$ cat src/sv/pirt_pkg.sv
`timescale 1ns / 1ps

package pirt_pkg;

  localparam int NumRecords = 20;
  localparam int RecIdxW    = 5;
  localparam int CoordW     = 16;
  localparam int DiffW      = CoordW + 1;
  localparam int ScalarInW  = 35;
  localparam int ScalarW    = 34;
  localparam int WideW      = 35;
  localparam int SqW        = 70;

  localparam int RecCyl0    = 3;
  localparam int RecPlane0  = 15;
  localparam int NumPlanes  = 5;

  typedef enum logic {
    ActLoad = 1'b0,
    ActTest = 1'b1
  } action_e;

  typedef struct packed {
    logic signed [CoordW-1:0] x;
    logic signed [CoordW-1:0] y;
    logic signed [CoordW-1:0] z;
  } vec_t;

  typedef struct packed {
    logic signed [DiffW-1:0] x;
    logic signed [DiffW-1:0] y;
    logic signed [DiffW-1:0] z;
  } diff_t;

  // exact square of a signed 35-bit value from three narrow partial products
  function automatic logic [SqW-1:0] sq_mag(input logic signed [WideW-1:0] v);
    logic [WideW-1:0] m;
    logic [17:0]      hi;
    logic [16:0]      lo;
    logic [35:0]      phh;
    logic [34:0]      phl;
    logic [33:0]      pll;
    m   = v[WideW-1] ? WideW'(-v) : WideW'(v);
    hi  = m[34:17];
    lo  = m[16:0];
    phh = 36'(hi) * 36'(hi);
    phl = 35'(hi) * 35'(lo);
    pll = 34'(lo) * 34'(lo);
    return (SqW'(phh) << 34) + (SqW'(phl) << 18) + SqW'(pll);
  endfunction

  function automatic diff_t vsub(input vec_t a, input vec_t b);
    diff_t r;
    r.x = DiffW'(a.x) - DiffW'(b.x);
    r.y = DiffW'(a.y) - DiffW'(b.y);
    r.z = DiffW'(a.z) - DiffW'(b.z);
    return r;
  endfunction

endpackage

$ cat src/sv/pirt_sphere.sv
`timescale 1ns / 1ps

module pirt_sphere (
  input  logic                                clk_i,
  input  logic                                en_i,
  input  pirt_pkg::vec_t                      p_i,
  input  pirt_pkg::vec_t                      ctr_i,
  input  logic signed [pirt_pkg::ScalarW-1:0] rad_i,
  output logic                                hit_o
);

  pirt_pkg::diff_t               d_q;
  logic [33:0]                   sqx_q, sqy_q, sqz_q;
  logic [pirt_pkg::SqW-1:0]      r2_q, r2b_q;
  logic [35:0]                   dd_q;
  logic                          hit_q;

  always_ff @(posedge clk_i) begin
    if (en_i) begin
      d_q   <= pirt_pkg::vsub(p_i, ctr_i);
      sqx_q <= 34'($signed(34'(d_q.x)) * $signed(34'(d_q.x)));
      sqy_q <= 34'($signed(34'(d_q.y)) * $signed(34'(d_q.y)));
      sqz_q <= 34'($signed(34'(d_q.z)) * $signed(34'(d_q.z)));
      r2_q  <= pirt_pkg::sq_mag(pirt_pkg::WideW'(rad_i));
      dd_q  <= 36'(sqx_q) + 36'(sqy_q) + 36'(sqz_q);
      r2b_q <= r2_q;
      hit_q <= pirt_pkg::SqW'(dd_q) <= r2b_q;
    end
  end

  assign hit_o = hit_q;

endmodule

$ cat config.mk
export PLATFORM = sky130hd
export DESIGN_NAME = pirt_sphere
export DESIGN_NICKNAME = d
export VERILOG_FILES = /design/src/sv/pirt_pkg.sv /design/src/sv/pirt_sphere.sv
export SDC_FILE = /design/constraint.sdc
export NUM_CORES = 2
export LEC_CHECK = 0
export BUFFER_PORTS_ARGS = -buffer_cell sky130_fd_sc_hd__buf_2
export CORE_ASPECT_RATIO = 1.25
export CORE_MARGIN = 5
export CORE_UTILIZATION = 50
export CTS_BUF_LIST = sky130_fd_sc_hd__clkbuf_16
export CTS_CLUSTER_SIZE = 28
export DETAILED_ROUTE_END_ITERATION = 8
export PLACE_DENSITY = 0.68
export RECOVER_POWER = 100
export SLEW_MARGIN = 40
export SYNTH_ARGS = -nofsm -noshare
export SYNTH_HDL_FRONTEND = slang
export SYNTH_SLANG_ARGS = --single-unit
$ cat constraint.sdc
create_clock -name clk_i -period 15.7 [get_ports clk_i]
set_clock_uncertainty 0.2 [all_clocks]
set_input_delay 4.71 -clock clk_i [delete_from_list [all_inputs] [get_ports clk_i]]
set_output_delay 4.71 -clock clk_i [all_outputs]
set_load 0.05 [all_outputs]
Word-level counts from Yosys, hierarchy flattened
Index checks and enable logic that the tools add are counted.
{ "word_totals": {"regBits": 330, "inputBits": 132, "output_inout_bits": 1, "word_cells": 26} }
{ "classes": {"addsub": 8, "n_mul": 6, "order_cmp": 1, "muxes": 1} }
{ "op_table": {"columns": ["operator", "count"], "rows": [
  ["multiplier 17 x 17 -> 34 bit", 4],
  ["adder 70 x 34 -> 70 bit", 1],
  ["adder 70 x 53 -> 70 bit", 1],
  ["<= comparator 36 x 70 -> 1 bit", 1],
  ["subtractor 16 x 16 -> 17 bit", 3],
  ["adder 35 x 34 -> 36 bit", 1],
  ["multiplier 18 x 18 -> 36 bit", 1],
  ["adder 34 x 34 -> 35 bit", 1],
  ["multiplier 18 x 17 -> 35 bit", 1],
  ["two-way mux 35 bit", 1],
  ["negation 34 -> 35 bit", 1]
]} }

Longest topological paths before layout
{ "depth": {"depth_word": 5, "mapped_depth": 51, "mapped_depth_nobuf": 46} }

Worst setup path after synthesis
No wires, ideal clock.
{ "synth_timing": {"path_kind": "input-to-reg", "from": "input port rad_i[0] (netlist name)", "to": "register r2_q[64] (netlist name), data pin", "setup_ns": 0.271, "arrival_time_ns": 16.121, "required_time_ns": 15.229, "setup_slack_ns": -0.893, "stages": 46, "n_path_buf": 4, "path_cell_list": "buf_2 or4_1 or4_1 or2_1 or4_4 or4_4 o41ai_2 xnor2_1 clkbuf_1 nand2_1 fa_1 inv_1 fa_1 fa_1 fa_1 fa_1 inv_1 fa_1 [10 not listed] o41ai_1 o21ba_2 xnor2_1 ha_1 ha_1 ha_1 ha_1 a21oi_1 o21bai_1 a21oi_1 nand3_1 o21ai_0 nor2_1 o31ai_1 nor2b_1 clkbuf_1 nor4_1 xor2_1"} }
{ "synth_via": {"elab_chain_len": 5} }
{ "synth_rtl": {"columns": ["element", "line_no", "text"], "rows": [
  ["from (decl)", "pirt_sphere.sv:8", "input logic signed [pirt_pkg::ScalarW-1:0] rad_i,"],
  ["negation 34 -> 35 bit", "pirt_pkg.sv:43", "m = v[WideW-1] ? WideW'(-v) : WideW'(v);"],
  ["two-way mux 35 bit *", "pirt_pkg.sv:43", null],
  ["multiplier 18 x 17 -> 35 bit / multiplier 18 x 18 -> 36 bit (equally long branches)", "pirt_pkg.sv:47, pirt_pkg.sv:46", null],
  ["adder 70 x 53 -> 70 bit", "pirt_pkg.sv:49", "return (SqW'(phh) << 34) + (SqW'(phl) << 18) + SqW'(pll);"],
  ["adder 70 x 34 -> 70 bit *", "pirt_pkg.sv:49", null],
  ["to (signal assigned)", "pirt_sphere.sv:24", "r2_q <= pirt_pkg::sq_mag(pirt_pkg::WideW'(rad_i));"],
  ["to (decl)", "pirt_sphere.sv:14", "logic [pirt_pkg::SqW-1:0] r2_q, r2b_q;"]
]} }
Every way passes the cells marked *; elsewhere a longest branch is shown, timed or not.
A chain may end at the register's enable or synchronous reset.

Worst setup path after layout
{ "layout_timing": {"from": "input port rad_i[8] (netlist name)", "to": "register r2_q[66] (netlist name), data pin"} }
The elaborated chain is that of the path after synthesis.

==> out/metrics.csv <==
stage;metric;value;unit
die;Die Ht;440;microns
die;Starting Density;0.503;
route;Antenna Nets Post-Route;0;
outcome;failing checks;capacitance limit, slew limit, setup timing;
finish;layout cells sized above 1;0.0917;
sta;Final Hold Viols;0;
placement;DP Area;0.0796;sq mm
yosys;post-synth top area cell;fa_1;
finish;antenna cells;0;
sta;Final period util;1.01;
min_path;Worst Hold Depth;0;
route;drc violations;0;
sta;worst-margin pin slew;5.65;ns
critical_path;critical path arrival;15.90;ns
critical_path;CP max-delay cell;fa_1;
yosys;Cells after Synth;7586;
critical_path;crit-path max FO;7;
critical_path;Crit path required time;15.82;ns
yosys;Most used DFF post-synth;edfxtp_1;
placement;gpl congestion;0.937;
die;CORE AREA;0.147;sq mm
yosys;#FFs+latches synth;325;
grt;via count of the first global-routing pass;57700;
clocking;CTS clk-pin slew, worst paths;0.06;ns
placement;dpl ws;-1.04;ns
critical_path;CP peak stage delay;0.65;ns
clocking;htree depth;2;
critical_path;reg2reg start;d_q[22]$_DFFE_PP_;
min_path;worst min path class;reg2reg;
clocking;CTS Buffer Depth;3;
placement;HPWL Detailed;150000;microns
route;vias;52000;
clocking;number of CTS-inserted buffers;37;
sta;unrepaired setup endpoints after global routing;true;
finish;Nets;10500;
critical_path;Startpoint Class;primary input;
finish;fillers;12800;
grt;pin count of the biggest net entering global routing;98;
yosys;FFs w/ async S/R, synth;0;
die;IO Pins;133;
critical_path;Worst Path Buf+Inv;6;
clocking;CTS tree;done;
die;Die Wd;354;microns
grt;first-pass GRT wire length;292000;microns
sta;Rel. slew slack;-2.76;
critical_path;crit path kind;in2reg;
finish;Area Overhead vs Synth;10.5;%
yosys;top cell type's share of synthesized area;0.410;
placement;port buffer count;132;
yosys;synthesized cell area;0.0738;sq mm
critical_path;WP depth;46;
clocking;clock root buffer;clkbuf_16;
yosys;ranking of synthesized cells by area;fa_1 (41%), ha_1 (13%), edfxtp_1 (13%), inv_1 (10%), nand2_1 (3.2%);
route;DR iter-0 viols;2604;
route;Pre-Repair DR Iteration Count;6;
clocking;clock latency on the worst-skew pair;0.60;ns
clocking;Post-CTS Hold Buffers;0;
critical_path;endpoint class of the critical path;register;
sta;Final Setup Violations;9;
run;max-cap violations;4;
sta;crit path time final;15.78;ns
grt;initial antenna violation count;2;
critical_path;Worst Setup SP;rad_i[8];
sta;WHS;0.212;ns
yosys;Yosys warnings;0;
yosys;average cell area after synthesis;9.73;sq um
route;Via density;5.22;
sta;post-route setup slack;-0.0814;ns
grt;Total GRT Usage;0.235;
critical_path;R2R setup slack;7.36;ns
sta;Max Slew Vio Count;332;
yosys;sequential area share after synthesis;0.132;
die;Die ar.;0.156;sq mm
finish;post-route cell area;0.0816;sq mm
yosys;number of synthesized flops with an enable pin;325;
route;wire length after detailed routing;177000;microns
critical_path;R2R depth;22;
critical_path;CP delay by family, top;adder cells;
clocking;clock sinks;325;
outcome;status;finished, violations left;
die;row cnt;157;
grt;total congestion overflow;0;
yosys;synth unique cells;80;
route;post-DR wirelength/cell;17.7;microns
min_path;Worst Min Path Start;r2_q[60]$_DFFE_PP_;
sta;fmax;63.4;MHz
-- synthesized netlist by cell type, drive strengths merged (24+ instances only) --
master / instances
o21ai: 138
o21bai: 29
nor2b: 46
a211oi: 31
inv: 2003
and3: 27
edfxtp: 325
o31ai: 24
o21a: 33
nand4: 29
nand2b: 59
fa: 1514
nor3: 50
nor2: 467
a21oi: 230
and2: 205
nand3: 53
nand2: 632
xnor2: 238
xor2: 110
clkbuf: 166
ha: 794
a21o: 114
a31oi: 24
-- layout by cell type, fill, tap and decap left out, types with 17 or more instances in the layout --
cell type	instances
a211oi_1	28
a21o_1	114
a21oi_1	215
a31oi_1	23
and2_1	195
and3_1	27
buf_2	124
buf_4	364
clkbuf_16	37
conb_1	67
edfxtp_1	325
fa_1	1503
ha_1	766
ha_4	24
inv_1	1994
nand2_1	631
nand2b_1	58
nand3_1	52
nand4_1	29
nor2_1	458
nor2b_1	44
nor3_1	49
o21a_1	33
o21ai_0	129
o21bai_1	29
o31ai_1	19
or3_1	17
xnor2_1	222
xor2_1	103
-- stage by stage --
step                      TNS (ns)  cells  utilization
after floorplan              -2.56   7651            -
after global placement      -14.76   9876        0.543
after detailed placement    -18.41   9876        0.543
after CTS                  -0.0826   9955        0.553
after global routing         -5.34   9963        0.556
final                       -0.441   9963        0.556
-- timing repair --
action | in CTS | in global routing
endpoints found under the setup margin | 17 | 24
setup buffers | 12 | 7
gates cloned | 0 | 0
resized for setup | 52 | 65
pin swaps | 27 | 42
-- worst reg2reg max path, cell delays in order (launching register included) --
cell	delay, ns
edfxtp_1	0.82
inv_1	0.40
nor2_1	0.34
fa_1	0.47
inv_1	0.10
fa_1	0.46
fa_1	0.52
inv_1	0.05
fa_1	0.55
inv_1	0.06
fa_1	0.51
inv_1	0.06
fa_1	0.45
ha_1	0.35
a21o_1	0.19
a21oi_1	0.16
o21ai_0	0.10
a41oi_1	0.39
o21ai_0	0.36
a41o_1	0.37
o41ai_1	0.42
o211ai_1	0.19
xnor2_1	0.53
-- kinds of logic (layout without fill, tap and decap cells) --
kind of cell	count (synthesis)	count (layout)	share of synthesized area
xor gates and xnor gates	348	348	0.0417
buffers and inverters	2192	2596	0.112
AOI/OAI and AO/OA	749	749	0.0658
DFF	325	325	0.132
other	2	67	0.000102
muxes	6	6	0.000864
adders and majority gates	2308	2308	0.545
and+or+nand+nor	1656	1656	0.103
-- registers in the layout (all words and copies together) (netlist names) --
name,cells
d_q,51
sqy_q,33
hit_o,1
sqz_q,33
r2b_q,69
dd_q,36
r2_q,69
sqx_q,33
-- layer usage --
metal,GRT usage,routed length [microns],vias to the layer above
met5,0,0,-
met4,0.0870,7950,0
met3,0.0234,6820,385
met2,0.450,95600,1154
met1,0.269,66300,26500
li1,-,-,24000
-- area by class of cell --
type | count | area (sq um) | share of cell area
repair buffers | 519 | 3660 | 0.0449
clock buffers | 37 | 926 | 0.0113
well taps | 1908 | 2390 | 0.0293
clock inverters | 30 | 295 | 0.00362
inverters | 2010 | 7550 | 0.0925
flip-flops and latches | 325 | 9760 | 0.120
multi-input cells | 5134 | 57000 | 0.699
-- worst paths after layout --
check / endpoint
setup / recovery: r2_q[66]$_DFFE_PP_
hold / removal: r2b_q[60]$_DFFE_PP_
setup reg to reg: sqy_q[33]$_DFFE_PP_
hold reg to reg: r2b_q[60]$_DFFE_PP_
Power is left out: the tool's default activity adds up to more than one toggle a clock period on the data nets, which glitch-free logic cannot reach.
